### src/hdl/cce_pkg.sv
package cce_pkg;

  // Character width of the input and output streams.
  localparam int CHAR_W = 16;
  // Longest replacement token, in characters.
  localparam int TOK_MAX_LEN = 11;
  // Length of a script-string escape: backslash, 'u' and four hex digits.
  localparam int UNI_LEN = 6;
  localparam int IDX_W = 4;

  typedef logic [CHAR_W-1:0] char_t;
  typedef logic [IDX_W-1:0] idx_t;

  // Escaping contexts held in the mode register.
  localparam logic [3:0] MODE_NETNAME  = 4'd0;
  localparam logic [3:0] MODE_LIBID    = 4'd1;
  localparam logic [3:0] MODE_LEGACY   = 4'd2;
  localparam logic [3:0] MODE_IPC      = 4'd3;
  localparam logic [3:0] MODE_QUOTED   = 4'd4;
  localparam logic [3:0] MODE_SCRIPT   = 4'd5;
  localparam logic [3:0] MODE_LINE     = 4'd6;
  localparam logic [3:0] MODE_FILENAME = 4'd7;
  localparam logic [3:0] MODE_NOSPACE  = 4'd8;
  localparam logic [3:0] MODE_CSV      = 4'd9;
  localparam logic [3:0] MODE_NONE     = 4'd10;

  // Character codes that the classifier and the expander use.
  localparam char_t CH_TAB      = char_t'(8'h09);
  localparam char_t CH_LF       = char_t'(8'h0A);
  localparam char_t CH_CR       = char_t'(8'h0D);
  localparam char_t CH_SPACE    = char_t'(8'h20);
  localparam char_t CH_DQUOTE   = char_t'(8'h22);
  localparam char_t CH_SQUOTE   = char_t'(8'h27);
  localparam char_t CH_LPAREN   = char_t'(8'h28);
  localparam char_t CH_RPAREN   = char_t'(8'h29);
  localparam char_t CH_COMMA    = char_t'(8'h2C);
  localparam char_t CH_SLASH    = char_t'(8'h2F);
  localparam char_t CH_COLON    = char_t'(8'h3A);
  localparam char_t CH_LT       = char_t'(8'h3C);
  localparam char_t CH_GT       = char_t'(8'h3E);
  localparam char_t CH_BSLASH   = char_t'(8'h5C);
  localparam char_t CH_U        = char_t'(8'h75);
  localparam char_t CH_BAR      = char_t'(8'h7C);
  localparam char_t CH_DEL      = char_t'(8'h7F);

  typedef enum logic [3:0] {
    TOK_SLASH,
    TOK_BACKSLASH,
    TOK_LT,
    TOK_GT,
    TOK_COLON,
    TOK_DBLQUOTE,
    TOK_COMMA,
    TOK_RETURN,
    TOK_TAB,
    TOK_SPACE,
    TOK_BAR
  } tok_t;

  typedef enum logic [1:0] {
    KIND_PLAIN,
    KIND_TOKEN,
    KIND_UNICODE
  } kind_t;

  // One classified item on its way from the front to the back.
  typedef struct packed {
    kind_t kind;
    tok_t  tok;
    char_t ch;
  } cce_entry_t;

  // Token text, right-justified.
  function automatic logic [8*TOK_MAX_LEN-1:0] tok_text(tok_t t);
    logic [8*TOK_MAX_LEN-1:0] txt;
    unique case (t)
      TOK_SLASH:     txt = (8*TOK_MAX_LEN)'("{slash}");
      TOK_BACKSLASH: txt = (8*TOK_MAX_LEN)'("{backslash}");
      TOK_LT:        txt = (8*TOK_MAX_LEN)'("{lt}");
      TOK_GT:        txt = (8*TOK_MAX_LEN)'("{gt}");
      TOK_COLON:     txt = (8*TOK_MAX_LEN)'("{colon}");
      TOK_DBLQUOTE:  txt = (8*TOK_MAX_LEN)'("{dblquote}");
      TOK_COMMA:     txt = (8*TOK_MAX_LEN)'("{comma}");
      TOK_RETURN:    txt = (8*TOK_MAX_LEN)'("{return}");
      TOK_TAB:       txt = (8*TOK_MAX_LEN)'("{tab}");
      TOK_SPACE:     txt = (8*TOK_MAX_LEN)'("{space}");
      TOK_BAR:       txt = (8*TOK_MAX_LEN)'("{bar}");
      default:       txt = '0;
    endcase
    return txt;
  endfunction

  // Token length in characters.
  function automatic idx_t tok_len(tok_t t);
    idx_t len;
    unique case (t)
      TOK_SLASH:     len = idx_t'(7);
      TOK_BACKSLASH: len = idx_t'(11);
      TOK_LT:        len = idx_t'(4);
      TOK_GT:        len = idx_t'(4);
      TOK_COLON:     len = idx_t'(7);
      TOK_DBLQUOTE:  len = idx_t'(10);
      TOK_COMMA:     len = idx_t'(7);
      TOK_RETURN:    len = idx_t'(8);
      TOK_TAB:       len = idx_t'(5);
      TOK_SPACE:     len = idx_t'(7);
      TOK_BAR:       len = idx_t'(5);
      default:       len = idx_t'(1);
    endcase
    return len;
  endfunction

  // Character at position idx of a token.
  function automatic logic [7:0] tok_char(tok_t t, idx_t idx);
    logic [8*TOK_MAX_LEN-1:0] txt;
    logic [8*TOK_MAX_LEN-1:0] lj;
    logic [7:0]               res;
    txt = tok_text(t);
    lj  = txt << (8 * (TOK_MAX_LEN - int'(tok_len(t))));
    res = 8'h00;
    for (int i = 0; i < TOK_MAX_LEN; i++) begin
      if (int'(idx) == i) begin
        res = lj[8*(TOK_MAX_LEN-1-i) +: 8];
      end
    end
    return res;
  endfunction

  // Uppercase hex digit.
  function automatic logic [7:0] hex_char(logic [3:0] d);
    return (d < 4'd10) ? (8'h30 + {4'h0, d}) : (8'h37 + {4'h0, d});
  endfunction

endpackage

### src/hdl/cce_front.sv
module cce_front import cce_pkg::*; (
  input  logic       clk,
  input  logic       rst,
  input  logic       cfg_valid,
  output logic       cfg_ready,
  input  logic [3:0] escape_mode,
  input  logic       in_valid,
  output logic       in_ready,
  input  char_t      in_char,
  output logic       push_valid,
  output cce_entry_t push_entry,
  input  logic       push_ready
);

  logic [3:0] mode;
  logic       nl;
  logic       tok_hit;
  logic       uni_hit;
  logic       drop;
  tok_t       tok;

  // The mode register takes every configuration transfer.
  assign cfg_ready = 1'b1;

  always_ff @(posedge clk) begin
    if (rst) begin
      mode <= MODE_NONE;
    end else if (cfg_valid) begin
      mode <= escape_mode;
    end
  end

  // Classify the character under the current context.
  assign nl = (in_char == CH_LF) || (in_char == CH_CR);

  always_comb begin
    tok_hit = 1'b0;
    uni_hit = 1'b0;
    drop    = 1'b0;
    tok     = TOK_SLASH;
    unique case (mode)
      MODE_NETNAME: begin
        if (in_char == CH_SLASH) begin
          tok_hit = 1'b1;
        end else if (nl) begin
          drop = 1'b1;
        end
      end
      MODE_LIBID, MODE_LEGACY: begin
        tok_hit = 1'b1;
        if (in_char == CH_SLASH && mode == MODE_LEGACY) begin
          tok = TOK_SLASH;
        end else if (in_char == CH_BSLASH) begin
          tok = TOK_BACKSLASH;
        end else if (in_char == CH_LT) begin
          tok = TOK_LT;
        end else if (in_char == CH_GT) begin
          tok = TOK_GT;
        end else if (in_char == CH_COLON) begin
          tok = TOK_COLON;
        end else if (in_char == CH_DQUOTE) begin
          tok = TOK_DBLQUOTE;
        end else begin
          tok_hit = 1'b0;
          drop    = nl;
        end
      end
      MODE_IPC: begin
        tok_hit = 1'b1;
        if (in_char == CH_SLASH) begin
          tok = TOK_SLASH;
        end else if (in_char == CH_COMMA) begin
          tok = TOK_COMMA;
        end else if (in_char == CH_DQUOTE) begin
          tok = TOK_DBLQUOTE;
        end else begin
          tok_hit = 1'b0;
        end
      end
      MODE_QUOTED: begin
        tok_hit = (in_char == CH_DQUOTE);
        tok     = TOK_DBLQUOTE;
      end
      MODE_SCRIPT: begin
        uni_hit = (in_char >= CH_DEL) || (in_char == CH_SQUOTE) ||
                  (in_char == CH_BSLASH) || (in_char == CH_LPAREN) ||
                  (in_char == CH_RPAREN);
      end
      MODE_LINE: begin
        tok_hit = nl;
        tok     = TOK_RETURN;
      end
      MODE_FILENAME: begin
        tok_hit = 1'b1;
        if (in_char == CH_SLASH) begin
          tok = TOK_SLASH;
        end else if (in_char == CH_BSLASH) begin
          tok = TOK_BACKSLASH;
        end else if (in_char == CH_DQUOTE) begin
          tok = TOK_DBLQUOTE;
        end else if (in_char == CH_LT) begin
          tok = TOK_LT;
        end else if (in_char == CH_GT) begin
          tok = TOK_GT;
        end else if (in_char == CH_BAR) begin
          tok = TOK_BAR;
        end else if (in_char == CH_COLON) begin
          tok = TOK_COLON;
        end else if (in_char == CH_TAB) begin
          tok = TOK_TAB;
        end else if (nl) begin
          tok = TOK_RETURN;
        end else begin
          tok_hit = 1'b0;
        end
      end
      MODE_NOSPACE: begin
        tok_hit = (in_char == CH_SPACE);
        tok     = TOK_SPACE;
      end
      MODE_CSV: begin
        tok_hit = 1'b1;
        if (in_char == CH_COMMA) begin
          tok = TOK_COMMA;
        end else if (nl) begin
          tok = TOK_RETURN;
        end else begin
          tok_hit = 1'b0;
        end
      end
      default: begin
        tok_hit = 1'b0;
      end
    endcase
  end

  // Dropped characters are consumed without a queue entry.
  assign in_ready         = push_ready;
  assign push_valid       = in_valid && !drop;
  assign push_entry.kind  = uni_hit ? KIND_UNICODE : (tok_hit ? KIND_TOKEN : KIND_PLAIN);
  assign push_entry.tok   = tok;
  assign push_entry.ch    = in_char;

endmodule

### src/hdl/cce_queue.sv
module cce_queue import cce_pkg::*; (
  input  logic       clk,
  input  logic       rst,
  input  logic       push_valid,
  output logic       push_ready,
  input  cce_entry_t push_entry,
  output logic       pop_valid,
  input  logic       pop,
  output cce_entry_t pop_entry
);

  cce_entry_t slots [2];
  logic       wr_ptr;
  logic       rd_ptr;
  logic [1:0] count;
  logic       do_push;
  logic       do_pop;

  assign push_ready = (count != 2'd2);
  assign pop_valid  = (count != 2'd0);
  assign pop_entry  = slots[rd_ptr];
  assign do_push    = push_valid && push_ready;
  assign do_pop     = pop && pop_valid;

  // Pointer and occupancy bookkeeping.
  always_ff @(posedge clk) begin
    if (rst) begin
      wr_ptr <= 1'b0;
      rd_ptr <= 1'b0;
      count  <= 2'd0;
    end else begin
      if (do_push) begin
        wr_ptr <= ~wr_ptr;
      end
      if (do_pop) begin
        rd_ptr <= ~rd_ptr;
      end
      count <= count + {1'b0, do_push} - {1'b0, do_pop};
    end
  end

  // Entry storage.
  always_ff @(posedge clk) begin
    if (do_push) begin
      slots[wr_ptr] <= push_entry;
    end
  end

endmodule

### src/hdl/cce_back.sv
module cce_back import cce_pkg::*; (
  input  logic       clk,
  input  logic       rst,
  input  logic       q_valid,
  input  cce_entry_t q_entry,
  output logic       q_pop,
  output logic       out_valid,
  input  logic       out_ready,
  output char_t      out_char,
  output logic       run_last
);

  idx_t  idx;
  idx_t  last_idx;
  char_t cur_char;
  logic  load;
  logic  at_last;

  // Final position of the run for the entry at the queue head.
  always_comb begin
    case (q_entry.kind)
      KIND_TOKEN:   last_idx = tok_len(q_entry.tok) - idx_t'(1);
      KIND_UNICODE: last_idx = idx_t'(UNI_LEN - 1);
      default:      last_idx = '0;
    endcase
  end

  // Character at the current run position.
  always_comb begin
    case (q_entry.kind)
      KIND_TOKEN: cur_char = char_t'(tok_char(q_entry.tok, idx));
      KIND_UNICODE: begin
        case (idx)
          idx_t'(0): cur_char = CH_BSLASH;
          idx_t'(1): cur_char = CH_U;
          idx_t'(2): cur_char = char_t'(hex_char(q_entry.ch[15:12]));
          idx_t'(3): cur_char = char_t'(hex_char(q_entry.ch[11:8]));
          idx_t'(4): cur_char = char_t'(hex_char(q_entry.ch[7:4]));
          default:   cur_char = char_t'(hex_char(q_entry.ch[3:0]));
        endcase
      end
      default: cur_char = q_entry.ch;
    endcase
  end

  // Load the output register from the queue head whenever an entry waits and the register is empty or being drained.
  assign load    = q_valid && (!out_valid || out_ready);
  assign at_last = (idx == last_idx);
  assign q_pop   = load && at_last;

  always_ff @(posedge clk) begin
    if (rst) begin
      idx       <= '0;
      out_valid <= 1'b0;
    end else begin
      if (load) begin
        idx       <= at_last ? '0 : idx + idx_t'(1);
        out_valid <= 1'b1;
      end else if (out_ready) begin
        out_valid <= 1'b0;
      end
    end
  end

  always_ff @(posedge clk) begin
    if (load) begin
      out_char <= cur_char;
      run_last <= at_last;
    end
  end

  // The run position never passes the end of the entry it walks.
  a_idx_in_run: assert property (@(posedge clk) disable iff (rst)
    q_valid |-> idx <= last_idx)
    else $error("run position beyond end of entry");

  // A run in progress keeps its entry at the queue head.
  a_run_holds_entry: assert property (@(posedge clk) disable iff (rst)
    idx != '0 |-> q_valid)
    else $error("run in progress without a queue entry");

  // A plain character leaves as a single-character run.
  a_plain_single: assert property (@(posedge clk) disable iff (rst)
    load && q_entry.kind == KIND_PLAIN |=> out_valid && run_last)
    else $error("plain character not marked as run end");

endmodule

### src/hdl/context_char_escaper.sv
// Context character escaper.
// Each result is registered in the two-entry queue and then in the output register.
// Throughput: one plain character per cycle while out_ready is held high; an escaped
// character holds the output side for its whole run (4 to 11 characters for a token, 6 for a \uXXXX run).
// Reset (rst, synchronous) empties the two-entry queue and the output register
// and sets the escaping context to pass-through.
module context_char_escaper import cce_pkg::*; (
  input  logic       clk,
  input  logic       rst,
  input  logic       cfg_valid,
  output logic       cfg_ready,
  input  logic [3:0] escape_mode,
  input  logic       in_valid,
  output logic       in_ready,
  input  char_t      in_char,
  output logic       out_valid,
  input  logic       out_ready,
  output char_t      out_char,
  output logic       run_last
);

  logic       push_valid;
  logic       push_ready;
  cce_entry_t push_entry;
  logic       q_valid;
  logic       q_pop;
  cce_entry_t q_entry;

  // Classification front end.
  cce_front u_front (
    .clk        (clk),
    .rst        (rst),
    .cfg_valid  (cfg_valid),
    .cfg_ready  (cfg_ready),
    .escape_mode(escape_mode),
    .in_valid   (in_valid),
    .in_ready   (in_ready),
    .in_char    (in_char),
    .push_valid (push_valid),
    .push_entry (push_entry),
    .push_ready (push_ready)
  );

  // Decoupling queue between front and back.
  cce_queue u_queue (
    .clk        (clk),
    .rst        (rst),
    .push_valid (push_valid),
    .push_ready (push_ready),
    .push_entry (push_entry),
    .pop_valid  (q_valid),
    .pop        (q_pop),
    .pop_entry  (q_entry)
  );

  // Run expansion back end.
  cce_back u_back (
    .clk        (clk),
    .rst        (rst),
    .q_valid    (q_valid),
    .q_entry    (q_entry),
    .q_pop      (q_pop),
    .out_valid  (out_valid),
    .out_ready  (out_ready),
    .out_char   (out_char),
    .run_last   (run_last)
  );

endmodule
### config.mk
export PLATFORM = sky130hd
export DESIGN_NAME = context_char_escaper
export DESIGN_NICKNAME = d
export VERILOG_FILES = /design/src/hdl/cce_pkg.sv /design/src/hdl/cce_front.sv /design/src/hdl/cce_queue.sv /design/src/hdl/cce_back.sv /design/src/hdl/context_char_escaper.sv
export SDC_FILE = /design/constraint.sdc
export NUM_CORES = 1
export LEC_CHECK = 0
export ABC_AREA = 0
export BUFFER_PORTS_ARGS = -buffer_cell sky130_fd_sc_hd__buf_2
export CAP_MARGIN = 30
export CORE_ASPECT_RATIO = 0.75
export CORE_UTILIZATION = 57
export DETAILED_ROUTE_END_ITERATION = 7
export GPL_TIMING_DRIVEN = 0
export PLACE_DENSITY = 0.8
export SETUP_SLACK_MARGIN = 0.3
export SLEW_MARGIN = 5
export SYNTH_ARGS = -nofsm -noshare
export SYNTH_HDL_FRONTEND = slang
export SYNTH_HIERARCHICAL = 1
export SYNTH_SLANG_ARGS = --single-unit
### constraint.sdc
create_clock -name clk -period 4.55 [get_ports clk]
set_input_delay 0.91 -clock clk [delete_from_list [all_inputs] [get_ports clk]]
set_output_delay 0.91 -clock clk [all_outputs]
set_load 0.005 [all_outputs]
==> impl_metrics.csv, run 1 <==
group,metric,value,unit
placed_design,post-place-ws,-1.426,ns
timing,setup_viol,0,
power_and_ir_drop,power.share.clock,0.122,
floorplan,die_h,99.38,um
floorplan,io_pins,45,
clocking,clockBufferDepth,2,
critical_path,cp-end-kind,"flip-flop",
power_and_ir_drop,power.share.sequential,0.167,
routing,first_pass_iters,7,
timing,report.final.slew_viol_count,0,
global_routing,grt_usage,0.4123,
logic_synthesis,async_flop_share,0,
power_and_ir_drop,power_density,688.1,mW/mm2
global_routing,grt_pass1_wl,41180,um
power_and_ir_drop,power_frac_comb,0.710,
floorplan,row_count,35,
logic_synthesis,ys_types,90,
critical_path,cp_data_arrival_time,4.38,ns
global_routing,grt_pass1_vias,7370,
critical_path,start_kind,"flip-flop",
routing,vias,8300,
finish,final_cell_mix,"nand2_1 (95), a21oi_1 (74), nor2_1 (66)",
run_status,status,"finished, final reports clean",
logic_synthesis,ys_ff_latch,75,
power_and_ir_drop,p_sw,3.130,mW
clocking,cts_buffers,9,
finish,nets,1046,
timing,finalCritPeriodShare,0.9421,
routing,drt-initial-drc-count,1285,
finish,antenna_cells,0,
logic_synthesis,synth_edf_count,61,
floorplan,core,0.01231,mm2
routing,top_layer,"met5",
routing,wl_met1,11110,um
critical_path,worstPathMaxFanout,10,
power_and_ir_drop,p_sw_frac,0.5109,
critical_path,reg2regPathDepth,20,
routing,routed_via_density,7.094,
timing,fmax,0.2333,GHz
clocking,cts_sinks,75,
timing,max_slew_margin,0.3926,
finish,drive_gt1_frac,0.2520,
timing,tightest_slew,0.9061,ns
routing,post_drt_wl_per_cell,23.90,um
worst_hold_path,min_path_type,"reg -> reg",
worst_hold_path,worstHoldPathCells,2,
critical_path,critPathKind,"reg -> reg",
global_routing,grt_max_degree,20,
global_routing,overflow,0,
clocking,tritoncts,"built",
power_and_ir_drop,design_power_total,6.126,mW
finish,final_common_cell,"nand2_1",
routing,wirelength,27960,um
critical_path,path_cells,"buf_12 -> mux2_4 -> buf_6 -> ha_4 -> mux2i_4 -> a22o_1 -> buf_6 -> buf_8 -> buf_8 -> ha_4 -> or2_2 -> clkbuf_2 -> clkbuf_8 -> a21oi_1 -> a221oi_2 -> a21oi_2 -> a31oi_1 -> o21ai_0 -> and3_1 -> o22a_1",
timing,grt_setup_unrepaired,"true",
routing,wl_met3,4641,um
logic_synthesis,yosysSeqAreaShare,0.2931,
power_and_ir_drop,intPower,2.996,mW
power_and_ir_drop,ir_drop,0.0005209,V
timing,hold_viol,0,
logic_synthesis,ys.flop_type,"edfxtp_1",
floorplan,die_area,0.01310,mm2
clocking,clk_latency,0.34,ns
logic_synthesis,avgSynthCellArea,7.981,um2
routing,wl_met2,11210,um
flow_run,drv_cap,0,
logic_synthesis,netlist_area,0.007207,mm2
timing,fin_crit,4.287,ns
clocking,root_buffer,"clkbuf_16",
clocking,cts_hold_buffers,0,
routing,drtAntennaViolNets,0,
logic_synthesis,yosys_warnings,6,
logic_synthesis,syn_inst,903,
timing,fin_skew,0.007983,ns
routing,drcViolationCount,0,
floorplan,die_w,131.8,um
critical_path,crit_slowest_cell,"a221oi_2",
placed_design,hpwlAfterDp,19510,um
power_and_ir_drop,p_leak,3.320,nW
critical_path,cpPeakStageDelay,0.41,ns
placed_design,place.gp.congestion,1.098,
global_routing,antenna_found_initial,0,
finish,fillCellCount,913,
finish,syn_to_final_growth,23.54,%
clocking,clkTransAtPathRegs,0.07,ns
critical_path,crit_required,4.64,ns
logic_synthesis,syn_nets,950,
floorplan,start_util,0.5857,
clocking,h-tree-depth,3,
timing,holdWs,0.5226,ns
placed_design,portBuffers,42,
timing,fin_ws,0.2633,ns
path summary, 6_finish.rpt:
check / start / to / slack (ns)
setup / recovery: flip-flop / u_back/out_char[2] / 0.26
hold reg to reg: u_queue/rd_ptr / flip-flop / 0.52
hold / removal: u_queue/rd_ptr / flip-flop / 0.52
setup reg to reg: flip-flop / u_back/out_char[2] / 0.26
logic make-up after synthesis:
logic type | after synthesis | synth area share
AO/OA/AOI/OAI | 288 | 0.2625
XOR/XNOR | 16 | 0.01944
adder cells (fa/ha/maj) | 22 | 0.03819
buffers and inverters | 116 | 0.08003
flip-flops | 75 | 0.2931
multiplexers | 37 | 0.05677
other | 1 | 0.0005203
AND/OR/NAND/NOR | 348 | 0.2495
Yosys cell counts (13+ instances only):
| cell type | instances | area, um2 |
|---|---|---|
| nand2_1 | 96 | 360.4 |
| a21oi_1 | 81 | 405.4 |
| nor2_1 | 68 | 255.2 |
| edfxtp_1 | 61 | 1832 |
| o21ai_0 | 61 | 305.3 |
| nor3_1 | 39 | 195.2 |
| clkbuf_1 | 32 | 120.1 |
| inv_1 | 28 | 105.1 |
| buf_2 | 26 | 130.1 |
| buf_4 | 23 | 172.7 |
| nand3_1 | 23 | 115.1 |
| ha_1 | 22 | 275.3 |
| mux2_1 | 22 | 247.7 |
| and2_1 | 20 | 125.1 |
| a31oi_1 | 15 | 93.84 |
| dfxtp_1 | 14 | 280.3 |
| nand2b_1 | 14 | 87.58 |
| nor2b_1 | 14 | 87.58 |
| o211ai_1 | 13 | 97.59 |
flip-flops by register name, summed over array words and instances, names as in the netlist, named ones only:
| register | count |
|---|---|
| u_back/out_char | 16 |
| u_back/out_valid | 1 |
| u_back/idx | 4 |
| u_queue/rd_ptr | 1 |
| u_queue/wr_ptr | 1 |
| u_front/mode | 4 |
| u_back/run_last | 1 |
| u_queue/count | 2 |
| u_queue/slots | 44 |
layout make-up:
type                            instances  area, um2  share of cell area
Buffer                                 84      616.8             0.06928
Clock buffer                            9      225.2             0.02530
Clock inverter                          7      90.09             0.01012
Inverter                               31      128.9             0.01447
Multi-Input combinational cell        712       4940              0.5548
Sequential cell                        75       2116              0.2376
Tap cell                              166      207.7             0.02333
Timing Repair Buffer                   86      579.3             0.06506
power by group through the flow:
stage               registers (mW)  logic [mW]  clock network [mW]
detailed placement            1.04        3.23                   0
finish                        1.02        4.35               0.750
global route                  1.04        4.46               0.790
global placement              1.03        3.25                   0
CTS                           1.02        3.64               0.757
floorplan                     1.04        2.17                   0
worst max-delay path: cells and delay by family (launching register included):
family | cells | cell delay, ns
fa+ha+maj | 2 | 0.39
compound gates | 7 | 1.36
mux | 2 | 0.46
simple gates | 2 | 0.38
buf+inv | 7 | 1.09
flops | 1 | 0.35
per-layer routing:
layer | up-vias | track usage
met3 | 131 | 0.1651
met2 | 763 | 0.5731
met5 | - | 0
met1 | 3843 | 0.5763
li1 | 3561 | -
met4 | 2 | 0.1369
metrics by stage:
step                cell area (um2)  utilization  std cells  TNS [ns]
floorplan                      7217            -        903         0
global placement               7635       0.6204       1111    -9.552
detailed placement             7684       0.6244       1114    -8.919
CTS                            8467       0.6881       1147         0
global route                   8904       0.7235       1170         0
finish                         8904       0.7235       1170         0
timing repair:
| item | in CTS | in global routing |
|---|---|---|
| buffers inserted | 18 | 23 |
| endpoints found under the setup margin | 15 | 9 |
| pin swaps | 18 | 28 |
| gates resized for setup | 83 | 65 |
(Power assumes the default switching activity.)
==> run 2: changes to the inputs <==
- CORE_UTILIZATION: 57 -> 49
- MAX_ROUTING_LAYER: not set -> met4
- PLACE_DENSITY: 0.8 -> 0.7
==> run 2 against run 1 <==
Wire length fell by 3.9%. Final cell count rose by 3.2%. Utilization fell by 7.6 points. Register-to-register slack barely moved. Via count fell by 2.7%. Total power rose by 0.94%. Global-route usage fell by 5.5 points. Count of clock-buffer cells in the layout did not move. First-iteration DRC count rose by 6.4%. Setup slack improved by 0.0038 ns. Critical endpoint unchanged.
==> impl_metrics.csv, run 2 (synthesis results as in run 1) <==
group,metric,value,unit
run_status,status,"finished, final reports clean",
clocking,clkTransAtPathRegs,0.07,ns
routing,vias,8075,
timing,hold_viol,0,
critical_path,cpPeakStageDelay,0.37,ns
global_routing,overflow,0,
timing,fin_crit,4.283,ns
floorplan,start_util,0.5138,
finish,largest_register_ffs,44,
power_and_ir_drop,p_sw_frac,0.5107,
timing,tightest_slew,0.9660,ns
global_routing,antenna_found_initial,0,
critical_path,cp-end-kind,"flip-flop",
placed_design,place.gp.congestion,1.082,
critical_path,worstPathMaxFanout,10,
critical_path,path_cells,"buf_8 -> mux2_4 -> buf_4 -> ha_4 -> mux2i_4 -> a22o_1 -> buf_6 -> buf_6 -> buf_8 -> ha_4 -> or2_2 -> buf_4 -> buf_8 -> a21oi_1 -> a221oi_2 -> a21oi_2 -> a31oi_2 -> o21ai_0 -> and3_1 -> o22a_1",
power_and_ir_drop,design_power_total,6.184,mW
placed_design,post-place-ws,-1.325,ns
power_and_ir_drop,p_sw,3.158,mW
power_and_ir_drop,ir_drop,0.0003741,V
critical_path,critPathKind,"reg -> reg",
clocking,cts_hold_buffers,0,
finish,nets,1054,
timing,fin_ws,0.2671,ns
placed_design,portBuffers,42,
global_routing,grt_usage,0.3573,
floorplan,row_count,37,
finish,largest-register,"u_queue/slots",
timing,setup_viol,0,
critical_path,start_kind,"flip-flop",
routing,first_pass_iters,6,
placed_design,post-place-cells,1143,
finish,final_cell_mix,"nand2_1 (93), buf_4 (72), a21oi_1 (72)",
finish,fin_area,0.009084,mm2
timing,grt_setup_unrepaired,"true",
clocking,clk_latency,0.34,ns
clocking,clockBufferDepth,2,
critical_path,cp_data_arrival_time,4.37,ns
finish,final_common_cell,"nand2_1",
critical_path,reg2regPathDepth,20,
finish,reg_top3,"u_queue/slots (44), u_back/out_char (16)",
placed_design,placed_area,0.007720,mm2
finish,final_cells,1207,
global_routing,grt_max_degree,19,
clocking,cts_sinks,75,
worst_hold_path,hold_start,"u_back/out_valid",
worst_hold_path,min_to,"u_back/out_valid",
flow_run,drv_cap,0,
placed_design,hpwlAfterDp,19170,um
critical_path,cp_num_buf_inv,7,
critical_path,crit_required,4.64,ns
floorplan,die_area,0.01520,mm2
power_and_ir_drop,power.share.clock,0.110,
timing,fin_setup_tns,0,ns
finish,drive_gt1_frac,0.2747,
power_and_ir_drop,p_leak,3.356,nW
timing,finalCritPeriodShare,0.9413,
timing,fin_skew,0.006827,ns
timing,fmax,0.2335,GHz
routing,drtAntennaViolNets,0,
timing,report.final.slew_viol_count,0,
critical_path,crit_slowest_cell,"a221oi_2",
timing,max_slew_margin,0.3525,
floorplan,io_pins,45,
worst_hold_path,worstHoldPathCells,2,
power_and_ir_drop,power_density,680.8,mW/mm2
clocking,root_buffer,"clkbuf_16",
power_and_ir_drop,intPower,3.026,mW
power_and_ir_drop,power_frac_comb,0.725,
finish,antenna_cells,0,
routing,drt-initial-drc-count,1367,
clocking,h-tree-depth,3,
routing,routed_via_density,6.690,
routing,wirelength,26860,um
clocking,tritoncts,"built",
critical_path,timing.rr.end,"u_back/out_char[2]",
floorplan,die_h,107.0,um
global_routing,grt_pass1_vias,6948,
critical_path,ff2ff_setup_slack,0.27,ns
global_routing,grt_pass1_wl,39770,um
routing,post_drt_wl_per_cell,22.25,um
floorplan,die_w,142.0,um
critical_path,crit_family,"compound AO/OA/AOI/OAI gates",
finish,fillCellCount,1184,
finish,syn_to_final_growth,26.04,%
critical_path,crit_top_cell,"buf_8",
clocking,cts_buffers,9,
routing,drcViolationCount,0,
floorplan,core,0.01403,mm2
worst_hold_path,min_path_type,"reg -> reg",
power_and_ir_drop,power.share.sequential,0.165,
## run 2: worst max path at each step
stage,endpoint,from,cells after the start
final,u_back/out_char[2],flip-flop,20
after global routing,u_back/out_char[5],flip-flop,20
after CTS,u_queue/count[1],flip-flop,23
after detailed placement,u_back/out_char[2],flip-flop,20
after global placement,u_back/out_char[2],flip-flop,20
after floorplan,u_queue/count[1],flip-flop,25
## run 2: layer usage
layer	wire, um	vias to the layer above	GRT usage
li1	-	3575	-
met1	11980	3750	0.5150
met2	10130	641	0.4618
met3	3902	109	0.1335
met4	843	0	0.08065
met5	0	-	-
## run 2: stage by stage
stage          hold slack [ns]  utilization
2_1_floorplan           0.4751            -
3_3_place_gp            0.4851       0.5469
3_5_place_dp            0.5008       0.5504
4_1_cts                 0.5135       0.6050
5_1_grt                 0.5610       0.6476
6_report                0.5090       0.6476
## run 2: area by class of cell
type	count	area, um2	area share
plain buffers	85	614.3	0.06763
clock buffers	9	225.2	0.02479
clock inverters	7	57.56	0.006336
inverters	31	130.1	0.01433
multi-input cells	713	5092	0.5606
flip-flops and latches	75	2116	0.2329
well taps	195	244.0	0.02686
repair buffers	92	604.3	0.06653
## run 2: worst reg2reg max path, delay by kind of cell (launching register included)
kind	cells	cell delay, ns
compound gates	7	1.33
buf+inv	7	1.05
mux	2	0.52
fa+ha+maj	2	0.41
simple gates	2	0.39
flops	1	0.34
## run 2: repair_timing
action | 4_1_cts | 5_1_grt
buffers inserted | 16 | 31
gates resized for setup | 92 | 88
endpoints found under the setup margin | 14 | 9
pin swaps | 14 | 37
cloned | 0 | 1
## run 2: power by group through the flow
stage	Sequential (mW)	Clock (mW)	Combinational [mW]
2_1_floorplan	1.04	0	2.17
3_3_place_gp	1.04	0	3.29
3_5_place_dp	1.03	0	3.24
4_1_cts	1.02	0.689	3.67
5_1_grt	1.04	0.718	4.64
6_report	1.02	0.678	4.49
